==> config.mk <==
export PLATFORM = sky130hd
export DESIGN_NAME = sync_header_frame_deframer_core
export DESIGN_NICKNAME = d
export VERILOG_FILES = /design/src/hw/rtl/shfd_pkg.sv /design/src/hw/rtl/sync_header_frame_deframer_core.sv
export SDC_FILE = /design/constraint.sdc
export NUM_CORES = 1
export LEC_CHECK = 0
export BUFFER_PORTS_ARGS = -buffer_cell sky130_fd_sc_hd__buf_2
export CORE_MARGIN = 5
export CORE_UTILIZATION = 40
export DETAILED_ROUTE_END_ITERATION = 7
export PLACE_DENSITY = 0.67
export SLEW_MARGIN = 20
export SYNTH_ARGS = -nofsm -noshare
export SYNTH_HDL_FRONTEND = slang
export SYNTH_SLANG_ARGS = --single-unit
==> constraint.sdc <==
create_clock -name clk -period 2.3 [get_ports clk]
set_clock_uncertainty 0.05 [all_clocks]
set_input_delay 0.46 -clock clk [delete_from_list [all_inputs] [get_ports clk]]
set_output_delay 0.46 -clock clk [all_outputs]
set_load 0.1 [all_outputs]
==> src/hw/rtl/shfd_pkg.sv <==
`default_nettype none
// ----------------------------------------------------------------------------
// shfd_pkg
// Codes, sync characters and types shared by the sync-header frame deframer.
// ----------------------------------------------------------------------------
package shfd_pkg;

  localparam int unsigned BYTE_W = 8;
  localparam int unsigned KIND_W = 2;

  localparam logic [BYTE_W-1:0] SYNC_0 = 8'h55;  // 'U'
  localparam logic [BYTE_W-1:0] SYNC_1 = 8'h4E;  // 'N'
  localparam logic [BYTE_W-1:0] SYNC_2 = 8'h45;  // 'E'
  localparam logic [BYTE_W-1:0] SYNC_3 = 8'h52;  // 'R'
  localparam logic [BYTE_W-1:0] COLON  = 8'h3A;  // ':'

  // checksum seed: all fixed header characters
  localparam logic [BYTE_W-1:0] HDR_CHECK = SYNC_0 ^ SYNC_1 ^ SYNC_2 ^ SYNC_3 ^ COLON;

  typedef enum logic [2:0] {
    ST_HUNT  = 3'd0,
    ST_N     = 3'd1,
    ST_E     = 3'd2,
    ST_R     = 3'd3,
    ST_LEN   = 3'd4,
    ST_COLON = 3'd5,
    ST_BODY  = 3'd6
  } hunt_state_t;

  typedef enum logic [KIND_W-1:0] {
    KIND_PAYLOAD = 2'd0,
    KIND_GOOD    = 2'd1,
    KIND_BAD     = 2'd2
  } kind_t;

  typedef struct packed {
    kind_t             kind;
    logic [BYTE_W-1:0] position;
    logic [BYTE_W-1:0] data_byte;
  } result_t;

endpackage : shfd_pkg
`default_nettype wire

==> src/hw/rtl/sync_header_frame_deframer_core.sv <==
`default_nettype none
// ----------------------------------------------------------------------------
// sync_header_frame_deframer_core
// Hunts for the 'U' 'N' 'E' 'R' <len> ':' header, passes payload bytes out
// with their index and reports the XOR checksum result at frame end.
// ----------------------------------------------------------------------------
// channel  dir  tdata                               tuser
// s_*      in   [7:0] rx_byte                       -
// m_*      out  [7:0] data_byte, [15:8] position    [1:0] kind
//
// One byte is taken per cycle while s_tready is high; its result is registered
// in the output register. A skid register behind it keeps the input side open
// for one more request while the output stalls; s_tready drops only when both
// hold a result. Header bytes and mismatches give no result.
// rst is synchronous and returns the block to hunting for 'U'.
// ----------------------------------------------------------------------------
module sync_header_frame_deframer_core
  import shfd_pkg::*;
(
  input  wire logic              clk,
  input  wire logic              rst,
  input  wire logic              s_tvalid,
  output logic                   s_tready,
  input  wire logic [BYTE_W-1:0] s_tdata,   // [7:0] rx_byte
  output logic                   m_tvalid,
  input  wire logic              m_tready,
  output logic [2*BYTE_W-1:0]    m_tdata,   // [7:0] data_byte, [15:8] position
  output logic [KIND_W-1:0]      m_tuser    // [1:0] kind
);

  hunt_state_t       hunt_state, hunt_state_next;
  logic [BYTE_W-1:0] bytes_left, bytes_left_next;
  logic [BYTE_W-1:0] running_check, running_check_next;
  logic [BYTE_W-1:0] payload_index, payload_index_next;
  logic [BYTE_W-1:0] left_dec;

  logic    res_valid;
  result_t res;
  result_t out_reg, skid_reg;
  logic    skid_valid;
  logic    accept, out_free;

  assign accept   = s_tvalid && s_tready;
  assign out_free = !m_tvalid || m_tready;
  assign s_tready = !skid_valid;
  assign left_dec = bytes_left - 8'd1;

  function automatic hunt_state_t first_char(input logic [BYTE_W-1:0] b);
    return (b == SYNC_0) ? ST_N : ST_HUNT;
  endfunction

  always_comb begin
    hunt_state_next    = hunt_state;
    bytes_left_next    = bytes_left;
    running_check_next = running_check;
    payload_index_next = payload_index;
    res_valid          = 1'b0;
    res.kind           = KIND_PAYLOAD;
    res.data_byte      = s_tdata;
    res.position       = payload_index;
    unique case (hunt_state)
      ST_N:     hunt_state_next = (s_tdata == SYNC_1) ? ST_E : first_char(s_tdata);
      ST_E:     hunt_state_next = (s_tdata == SYNC_2) ? ST_R : first_char(s_tdata);
      ST_R:     hunt_state_next = (s_tdata == SYNC_3) ? ST_LEN : first_char(s_tdata);
      ST_LEN: begin
        bytes_left_next = s_tdata;
        hunt_state_next = ST_COLON;
      end
      ST_COLON: begin
        if (s_tdata == COLON) begin
          hunt_state_next    = ST_BODY;
          payload_index_next = '0;
          running_check_next = HDR_CHECK ^ bytes_left;
        end else begin
          hunt_state_next = first_char(s_tdata);
        end
      end
      ST_BODY: begin
        bytes_left_next = left_dec;
        res_valid       = 1'b1;
        if (left_dec != '0) begin
          payload_index_next = payload_index + 8'd1;
          running_check_next = running_check ^ s_tdata;
        end else begin
          hunt_state_next = ST_HUNT;
          res.kind        = (running_check == s_tdata) ? KIND_GOOD : KIND_BAD;
        end
      end
      default:  hunt_state_next = first_char(s_tdata);
    endcase
  end

  always_ff @(posedge clk) begin
    if (rst) begin
      hunt_state    <= ST_HUNT;
      bytes_left    <= '0;
      running_check <= '0;
      payload_index <= '0;
    end else if (accept) begin
      hunt_state    <= hunt_state_next;
      bytes_left    <= bytes_left_next;
      running_check <= running_check_next;
      payload_index <= payload_index_next;
    end
  end

  // output register plus skid
  always_ff @(posedge clk) begin
    if (rst) begin
      m_tvalid   <= 1'b0;
      skid_valid <= 1'b0;
    end else if (out_free) begin
      if (skid_valid) begin
        m_tvalid   <= 1'b1;
        skid_valid <= 1'b0;
      end else begin
        m_tvalid <= accept && res_valid;
      end
    end else if (accept && res_valid) begin
      skid_valid <= 1'b1;
    end
  end

  always_ff @(posedge clk) begin
    if (out_free) begin
      out_reg <= skid_valid ? skid_reg : res;
    end
    if (!out_free && accept && res_valid) begin
      skid_reg <= res;
    end
  end

  assign m_tdata = {out_reg.position, out_reg.data_byte};
  assign m_tuser = out_reg.kind;

endmodule : sync_header_frame_deframer_core
`default_nettype wire

-- Yosys cells after proc, flatten, opt, wreduce, memory -nomap -nowiden
Index checks and enable logic that the tools add are counted.
- register bits after elaboration: 65
- input bits: 12
- output and inout port bits: 20
- logic and storage cells: 66
- add/subtract/negate cells: 2
- equal/unequal tests: 15
- multiplexer cells: 20
- bitwise operators: 2
- reductions and logical operators: 15
- operators by type and width (operator ; count):
    $pmux W8 S2 ; 3
    $eq A8 B7 Y1 const B ; 4
    $mux W8 ; 4
    $mux W18 ; 1
    $pmux W3 S6 ; 1
    $mux W3 ; 5
    $eq A3 B3 Y1 const B ; 3
    $add A8 B1 Y8 const B ; 1
    $eq A8 B6 Y1 const B ; 1
    $eq A8 B8 Y1 ; 1
    $reduce_bool A8 Y1 ; 1
    $sub A8 B1 Y8 const B ; 1
    $xor A8 B8 Y8 ; 1
    $eq A3 B2 Y1 const B ; 2
    $mux W2 ; 3
    $ne A2 B2 Y1 const B ; 3
    $logic_and A1 B1 Y1 ; 4
    $not A4 Y4 ; 1
    $reduce_and A2 Y1 ; 2
    $reduce_and A4 Y1 ; 1
    $reduce_bool A2 Y1 ; 2
    $eq A3 B1 Y1 const B ; 1
    $logic_not A1 Y1 ; 3
    $mux W1 ; 3
    2 further kinds ; 2

-- Depth between registers and ports, before layout
Gate-level depths: netlist of run 1.
- word-level depth: 5
- depth in mapped cells: 9
- gate-level depth less buffers: 7

-- Least setup slack after synthesis of run 1
OpenSTA, ideal clock, no wires.
- path type: flip-flop to flip-flop
- start point: register m_tvalid
- end point: register skid_reg[0] (netlist name), enable pin
- library setup time: 393 ps
- arrival: 2534 ps
- required time: 1857 ps
- path slack: -677 ps
- cell stages (with the launch flop): 3
- buffers on the path: 0
- period minus slack after synthesis: 2977 ps
- path through: dfxtp_1 > nand2b_1 > nor2_1
- cells in the longest elaborated chain, start to end: 5
- RTL lines (what ; RTL line ; text):
    from (decl) ; sync_header_frame_deframer_core.sv:25 ; output logic m_tvalid,
    from (signal assigned) ; sync_header_frame_deframer_core.sv:117 ; m_tvalid <= accept && res_valid;
    $logic_not A1 Y1 ; sync_header_frame_deframer_core.sv:44 ; assign out_free = !m_tvalid || m_tready;
    $logic_or A1 B1 Y1 ; sync_header_frame_deframer_core.sv:44 ;
    via out_free ; sync_header_frame_deframer_core.sv:41 ; logic accept, out_free;
    $logic_not A1 Y1 ; sync_header_frame_deframer_core.sv:128 ; if (!out_free && accept && res_valid) begin
    $logic_and A1 B1 Y1 (2 in a row) ; sync_header_frame_deframer_core.sv:128 ;
    to (signal assigned) ; sync_header_frame_deframer_core.sv:129 ; skid_reg <= res;
    to (decl) ; sync_header_frame_deframer_core.sv:39 ; result_t out_reg, skid_reg;
The timed path passes the listed nets, and every way through them passes these cells.
A chain may end at the register's enable or synchronous reset.

-- Worst setup path in the final report of run 1
- start point: register bytes_left[0]
- end point: register payload_index[6]
- cells in the longest elaborated chain, start to end: 4
- RTL lines (what ; RTL line ; text):
    from (decl) ; sync_header_frame_deframer_core.sv:32 ; logic [BYTE_W-1:0] bytes_left, bytes_left_next;
    from (signal assigned) ; sync_header_frame_deframer_core.sv:101 ; bytes_left <= bytes_left_next;
    $sub A8 B1 Y8 ; sync_header_frame_deframer_core.sv:46 ; assign left_dec = bytes_left - 8'd1;
    $reduce_bool A8 Y1 ; sync_header_frame_deframer_core.sv:81 ; if (left_dec != '0) begin
    $ne A2 B2 Y1 (no line) ; -- ;
    $reduce_and A4 Y1 (no line) ; -- ;
    to (signal assigned) ; sync_header_frame_deframer_core.sv:103 ; payload_index <= payload_index_next;
    to (decl) ; sync_header_frame_deframer_core.sv:34 ; logic [BYTE_W-1:0] payload_index, payload_index_next;
Every way passes these cells.

==> results.toml, run 1 <==
[worst_setup_path]
start_kind = "flip-flop"
path_class = "flip-flop to flip-flop"
arrival_ps = 2540
crit_path_end_kind = "flip-flop"
crit_fanout = 5
startpoint = "bytes_left[0]"
cp.required_ps = 2510
reg2reg_from = "bytes_left[0]"

[hold_path]
hold_start = "s_tdata[5]"
hold_path_class = "primary input to flip-flop"

[route]
vias = 2591
wl_um = 7470
wire_per_inst_um = 16.0
drt_iter0_markers = 173
dr.pass1.iters = 5
routed_via_density = 5.55
route.detailed.drc = 0
ant_nets = 0

[floorplanning]
row_count = 32
initial_utilization = 0.413
coreArea_sq_um = 7730
die-area_sq_um = 9860
fp.dieH_um = 99.3
ios = 32
die_w_um = 99.3

[power]
powerDensity_nw_per_um2 = 619
p_leak_nw = 1.44
vdd_drop_max_mv = 0.280

[synthesis]
synth_top_area_frac = 0.339
async_reset_ff_frac = 0
ys_seq_area_frac = 0.521
synth_cell_types = 49
synth-seq-cells = 65
synth_area_leader_cell = "edfxtp_1"
synth_edf_count = 36
synth_fp_nets = 319
synth-main-ff-cell = "edfxtp_1"
postSynthCellCount = 304
synth.area.top_cells = "edfxtp_1, dfxtp_1, mux2_2, o21ai_0, nor2_1"
synth_area_per_cell_sq_um = 10.5
syn_area_sq_um = 3190
yosysWarnings = 0

[global_route]
grt_pass1_wl_um = 12200
grt_max_degree = 40
gr-total-overflow = 0
grt_pass1_vias = 2475
grt_util_all_layers = 0.155
grt_antenna_before_repair = 0

[cts]
cts_made_buffers = 9
tritoncts = "built"
h-tree-depth = 3
clkSinkCount = 65
clock_path_buffers = 2
ctsRootBufferMaster = "clkbuf_8"
clkTransAtPathRegs_ps = 70
cts_hold_buf = 0
clkLatencyLatePin_ps = 350

[cells_and_area]
syn_to_final_growth_pct = 21.9
drive_above_1_share = 0.321
largest_reg_flops = 18
antenna_cells = 0
fin_area_sq_um = 3890
num-nets-final = 375
final_cell_mix = "edfxtp_1, buf_2, buf_4, dfxtp_1, nor2_1"
fin_util = 0.503
multi_input_area_sq_um = 1420
n_fill_cell = 674
fin_cells = 467
register_area_sq_um = 1670
final_common_cell = "edfxtp_1"

[placement]
dpl_worst_slack_ps = -112
dp_cells = 447
gp_congestion = 0.834
placed_cell_area_sq_um = 3610
portBuffers = 31
post-dp-hpwl_um = 5080

[sta]
tightest_slew_ps = 704
rsz0062_at_grt = "true"
drv_slew = 0
final.min_clock_period_ps = 2320
finalSetupTns_ps = -28.0
slew_headroom = 0.530
timing.final.ws_setup_ps = -23.9
hold_violations = 0
setup_viol = 2
period_share = 1.01
fmax_mhz = 430

[run_status]
violations = "setup timing"
status = "complete, but fails checks"

[run]
maxCapViolCount = 0
critical path: stages, from the launching register on:
cell,delay (ps)
dfxtp_2,340
inv_2,70
ha_4,120
or3b_4,370
or4_4,470
a31o_4,280
or4_1,470
o31ai_1,80
power by group:
group | switching, mW | total [mW] | internal [mW] | leakage [nW]
Sequential | 0.0103 | 1.24 | 1.23 | 0.613
Clock | 0.454 | 0.951 | 0.497 | 0.0893
Combinational | 0.140 | 0.215 | 0.0743 | 0.736
Total | 0.604 | 2.41 | 1.80 | 1.44
cells in the mapped netlist, types with 7 or more instances:
library cell / count
edfxtp_1: 36
dfxtp_1: 29
nor2_1: 24
o21ai_0: 20
mux2_2: 18
nand2_1: 18
inv_1: 14
clkbuf_1: 13
nand3_1: 13
a21oi_1: 9
a31oi_1: 9
o41ai_1: 9
xor2_1: 9
a211oi_1: 8
nor3_1: 7
area by class of cell:
| class | instances | share of cell area |
|---|---|---|
| Timing Repair Buffer | 66 | 0.111 |
| Tap cell | 102 | 0.0328 |
| Multi-Input combinational cell | 204 | 0.364 |
| Sequential cell | 65 | 0.428 |
| Clock inverter | 7 | 0.0180 |
| Clock buffer | 9 | 0.0319 |
| Inverter | 14 | 0.0135 |
timing repair:
action,CTS,global route
setup endpoints to repair,4,18
pin swaps,0,1
gates resized for setup,4,9
setup buffers,3,1
through the flow:
stage | hold WS, ps | power (mW)
after global routing | 365 | 2.50
after CTS | 362 | 2.42
final | 369 | 2.41
after detailed placement | 417 | 1.47
after floorplan | 402 | 1.41
after global placement | 410 | 1.47
metal layers:
metal	up-vias	track usage	wire [um]
met5	-	0	0
met4	0	0.0620	157
met3	22	0.0372	469
met2	82	0.238	3460
met1	1225	0.210	3380
li1	1262	-	-
cell families (layout without fill, tap and decap cells):
kind of cell | count (synthesis) | in the layout | synth area share
simple gates | 103 | 103 | 0.180
compound gates | 70 | 70 | 0.143
flops | 65 | 65 | 0.521
buf+inv | 35 | 96 | 0.0526
mux | 18 | 18 | 0.0636
xor+xnor | 10 | 10 | 0.0275
fa+ha+maj | 3 | 3 | 0.0118
worst paths after layout:
path,endpoint,slack [ps],cells after the start
min reg2reg,running_check[0],420,2
max reg2reg,payload_index[6],-20,7
min,skid_reg[5],370,1
max,payload_index[6],-20,7
(Power assumes the default switching activity.)
==> run 2, diff against run 1 <==
--- a/config.mk
+++ b/config.mk
@@ -5,11 +5,12 @@
 export SDC_FILE = /design/constraint.sdc
 export NUM_CORES = 1
 export LEC_CHECK = 0
+export ABC_AREA = 1
 export BUFFER_PORTS_ARGS = -buffer_cell sky130_fd_sc_hd__buf_2
 export CORE_MARGIN = 5
 export CORE_UTILIZATION = 40
 export DETAILED_ROUTE_END_ITERATION = 7
-export PLACE_DENSITY = 0.67
+export PLACE_DENSITY = 0.65
 export SLEW_MARGIN = 20
 export SYNTH_ARGS = -nofsm -noshare
 export SYNTH_HDL_FRONTEND = slang
==> results.toml, run 2 <==
[run_status]
status = "finished clean"

[sta]
period_share = 0.894
drv_slew = 0
rsz0062_at_grt = "false"
fmax_mhz = 486
tightest_slew_ps = 545
setup_viol = 0
finalSetupTns_ps = 0
timing.final.ws_setup_ps = 243
slew_headroom = 0.636
hold_violations = 0
final.min_clock_period_ps = 2060

[synthesis]
synth_area_leader_cell = "edfxtp_1"
yosysWarnings = 0
syn_area_sq_um = 3290
synth_top_area_frac = 0.328
synth_edf_count = 36
async_reset_ff_frac = 0
synth.area.top_cells = "edfxtp_1, dfxtp_1, nand2_1, nand3_1, o21ai_0"
postSynthCellCount = 386
yosys-top-cells-count = "nand2_1, nand3_1, edfxtp_1, nor2_1"
synth_area_per_cell_sq_um = 8.53
yosysMostFrequentCell = "nand2_1"
synth-seq-cells = 65
synth_cell_types = 37
ys_seq_area_frac = 0.504
synth-main-ff-cell = "edfxtp_1"
synth_fp_nets = 401

[cells_and_area]
num-nets-final = 435
largest_reg_flops = 18
final_common_cell = "nand2_1"
antenna_cells = 0
fin_cells = 530
drive_above_1_share = 0.235
syn_to_final_growth_pct = 15.6
final_cell_mix = "nand2_1, nand3_1, edfxtp_1, buf_2, nor2_1"

[worst_setup_path]
start_kind = "flip-flop"
crit_slowest_cell = "dfxtp_1"
reg2reg_from = "bytes_left[0]"
crit_path_end_kind = "flip-flop"
cp_slowest_stage_delay_ps = 410
path_class = "flip-flop to flip-flop"
r2r-end = "running_check[5]"
cp_cell_sequence = "inv_2 > ha_1 > nand2_2 > nand2_1 > nor2_1 > nand3_1 > nor2_2 > nand2_2 > nand2_4 > nand2_4 > nand2_8 > nand2_1 > a21oi_1"
crit_fanout = 21
startpoint = "bytes_left[0]"
reg2reg_slack_ps = 240
ff2ff_path_depth = 13
arrival_ps = 2280
path_buf_inv = 1
critical_path.top_delay_family = "simple AND/OR/NAND/NOR gates"
critPathCapture = "running_check[5]"
path_depth = 13
cp.required_ps = 2520

[route]
ant_nets = 0
vias = 2684
route.detailed.drc = 0
routed_via_density = 5.06
wire_per_inst_um = 13.6
dr.pass1.iters = 5
drt_iter0_markers = 164
wl_um = 7190

[floorplanning]
row_count = 33
die-area_sq_um = 10200
die_w_um = 101
ios = 32
coreArea_sq_um = 8130
fp.dieH_um = 101
initial_utilization = 0.405

[cts]
h-tree-depth = 3
clkTransAtPathRegs_ps = 70
clkLatencyLatePin_ps = 340
clock_path_buffers = 2
postCtsSetupRepairBufs = 0
ctsRootBufferMaster = "clkbuf_8"
cts_made_buffers = 9
tritoncts = "built"
clkSinkCount = 65

[placement]
gp_congestion = 0.823
portBuffers = 31
post-dp-hpwl_um = 5380
dp_cells = 514
dpl_worst_slack_ps = 248

[run]
maxCapViolCount = 0

[global_route]
grt_util_all_layers = 0.148
grt_pass1_vias = 2508
grt_antenna_before_repair = 0
gr-total-overflow = 0
grt_pass1_wl_um = 11800
grt_max_degree = 34

[power]
power_switching_uw = 555
p_sw_frac = 0.220
power_frac_clock = 0.457
vdd_drop_max_mv = 0.311
p_leak_nw = 1.46
fin_total_pwr_mw = 2.53
p_seq_frac = 0.486
powerDensity_nw_per_um2 = 663
comb_power_share = 0.056
intPower_mw = 1.97

[hold_path]
hold_path_class = "primary input to flip-flop"
hold_start = "s_tdata[7]"
run 2: repair_timing:
| action | CTS | global route |
|---|---|---|
| setup endpoints to repair | 0 | 2 |
| hold buffers | 0 | 0 |
| gates resized for setup | 0 | 1 |
run 2: area by class of cell:
class | instances | area [sq um]
clock buffers | 11 | 131
clock inverters | 5 | 104
fillers | 809 | 4320
inverters | 34 | 131
multi-input cells | 271 | 1430
flip-flops and latches | 65 | 1660
well taps | 105 | 131
repair buffers | 39 | 215
run 2: how the worst min path moves through the flow:
stage              endpoint  slack (ps)  depth (start not counted)
2_1_floorplan  skid_reg[13]         380                          0
3_3_place_gp   skid_reg[13]         410                          0
3_5_place_dp   skid_reg[13]         420                          0
4_1_cts         skid_reg[7]         330                          1
5_1_grt         skid_reg[7]         320                          1
6_report        skid_reg[7]         330                          1
run 2: logic make-up (layout without fill, tap and decap cells):
kind of cell	Yosys count	count (layout)	synth area share
xor gates and xnor gates	8	8	0.0213
AOI/OAI and AO/OA	70	70	0.123
buffers and inverters	50	89	0.0665
muxes	1	1	0.00342
adders and majority gates	3	3	0.0114
DFF	65	65	0.504
and+or+nand+nor	189	189	0.270
run 2: power by group through the flow:
stage          clock (mW)  combinational (mW)  sequential, mW
2_1_floorplan           0              0.0425            1.31
3_3_place_gp            0               0.140            1.25
3_5_place_dp            0               0.141            1.25
4_1_cts              1.17               0.141            1.23
5_1_grt              1.22               0.151            1.23
6_report             1.16               0.143            1.23
run 2: routing by layer:
layer,share of wire,track usage
met5,0,0
met4,0.021,0.0632
met3,0.048,0.0291
met2,0.47,0.240
met1,0.46,0.192
run 2: per-stage QoR:
stage | util | cell area, sq um | hold slack (ps)
after CTS | 0.467 | 3800 | 327
after global routing | 0.468 | 3810 | 320
final | 0.468 | 3810 | 330
after global placement | 0.438 | 3570 | 415
after floorplan | - | 3310 | 381
after detailed placement | 0.438 | 3570 | 421
==> run 3, diff against run 2 <==
--- a/config.mk
+++ b/config.mk
@@ -10,6 +10,7 @@
 export CORE_MARGIN = 5
 export CORE_UTILIZATION = 40
 export DETAILED_ROUTE_END_ITERATION = 7
+export GPL_TIMING_DRIVEN = 0
 export PLACE_DENSITY = 0.65
 export SLEW_MARGIN = 20
 export SYNTH_ARGS = -nofsm -noshare
==> results.toml, run 3 (synthesized netlist as in run 2, its figures left out) <==
[run_status]
status = "finished clean"

[global_route]
gr-total-overflow = 0
grt_max_degree = 22
busiest_layer = "met2"
grt_pass1_vias = 2667
grt_use_met2 = 0.252
gr-usage-met1 = 0.215
grt_antenna_before_repair = 0
grt_pass1_wl_um = 13000
grt_util_all_layers = 0.164
gr-usage-met3 = 0.0394

[hold_path]
hold_path_class = "primary input to flip-flop"

[route]
dr.pass1.iters = 4
routed_via_density = 5.08
wl_um = 7730
drt_iter0_markers = 166
wire_per_inst_um = 14.3
vias = 2753
ant_nets = 0
route.detailed.drc = 0

[power]
vdd_drop_max_mv = 0.264
p_leak_nw = 1.49
powerDensity_nw_per_um2 = 627

[floorplanning]
row_count = 33
fp.dieH_um = 101
initial_utilization = 0.405
die_w_um = 101
die-area_sq_um = 10200
coreArea_sq_um = 8130
ios = 32

[worst_setup_path]
cp_slowest_stage_delay_ps = 410
arrival_ps = 2200
reg2reg_slack_ps = 270
critical_path.top_delay_family = "simple AND/OR/NAND/NOR gates"
path_class = "flip-flop to flip-flop"
start_kind = "flip-flop"
cp.required_ps = 2480
cp_cell_sequence = "inv_1 > ha_1 > nand2_2 > nand2_1 > nor2_1 > nand3_1 > nor2_2 > nand2_2 > nand2_4 > nand2_4 > buf_4 > a21oi_1 > nor2_1"
crit_fanout = 10
crit_slowest_cell = "dfxtp_1"
path_buf_inv = 2
crit_path_end_kind = "flip-flop"

[sta]
finalSetupTns_ps = 0
fmax_mhz = 493
period_share = 0.882
final.min_clock_period_ps = 2030
hold_violations = 0
drv_slew = 0
tightest_slew_ps = 906
setup_viol = 0
slew_headroom = 0.395
timing.final.ws_setup_ps = 272

[cts]
h-tree-depth = 3
cts_made_buffers = 9
tritoncts = "built"
clkTransAtPathRegs_ps = 70
clkSinkCount = 65
ctsRootBufferMaster = "clkbuf_8"
clock_path_buffers = 2
clkLatencyLatePin_ps = 330

[cells_and_area]
drive_above_1_share = 0.240
antenna_cells = 0
num-nets-final = 447
final_common_cell = "nand2_1"
syn_to_final_growth_pct = 17.0
final_cell_mix = "nand2_1, nand3_1, edfxtp_1, buf_2, nor2_1"
largest_reg_flops = 18

[run]
maxCapViolCount = 0

[placement]
dpl_worst_slack_ps = -212
post-dp-hpwl_um = 5730
gp_congestion = 0.924
portBuffers = 31
==> run 3: final timing paths <==
kind,end,from,depth (start not counted)
max reg2reg,payload_index[6],bytes_left[1],13
min,skid_valid,rst,2
max,payload_index[6],bytes_left[1],13
min reg2reg,running_check[5],running_check[5],2
==> run 3: per-layer routing <==
layer  share of wire  wire length [um]  vias to the layer above
met5               0                 0                        -
met4           0.024               183                        0
met3           0.071               547                       15
met2            0.46              3580                       94
met1            0.44              3420                     1251
li1                -                 -                     1393
==> run 3: area by class of cell <==
class | count | area [sq um]
Fill cell | 786 | 4280
Sequential cell | 65 | 1660
Multi-Input combinational cell | 271 | 1430
Timing Repair Buffer | 36 | 205
Inverter | 34 | 131
Tap cell | 105 | 131
Clock buffer | 10 | 128
Buffer | 15 | 87.6
Clock inverter | 6 | 82.6
==> run 3: power breakdown <==
group / internal, mW / switching [mW]
Combinational: 0.0258 / 0.117
Sequential: 1.22 / 0.00333
Clock: 0.603 / 0.442
==> run 3: stage by stage <==
stage	std cells	hold WS (ps)	area (sq um)	util	power (mW)
after floorplan	386	381	3310	-	1.35
after global placement	522	410	3600	0.442	1.40
after detailed placement	522	410	3600	0.442	1.40
after CTS	540	314	3830	0.471	2.43
after global routing	542	324	3850	0.474	2.50
final	542	330	3850	0.474	2.42
==> run 3: timing repair <==
action,4_1_cts,5_1_grt
gates cloned,0,0
setup endpoints to repair,18,25
gates resized for setup,0,1
setup buffers,2,3
hold buffers,0,0
pin swaps,1,1
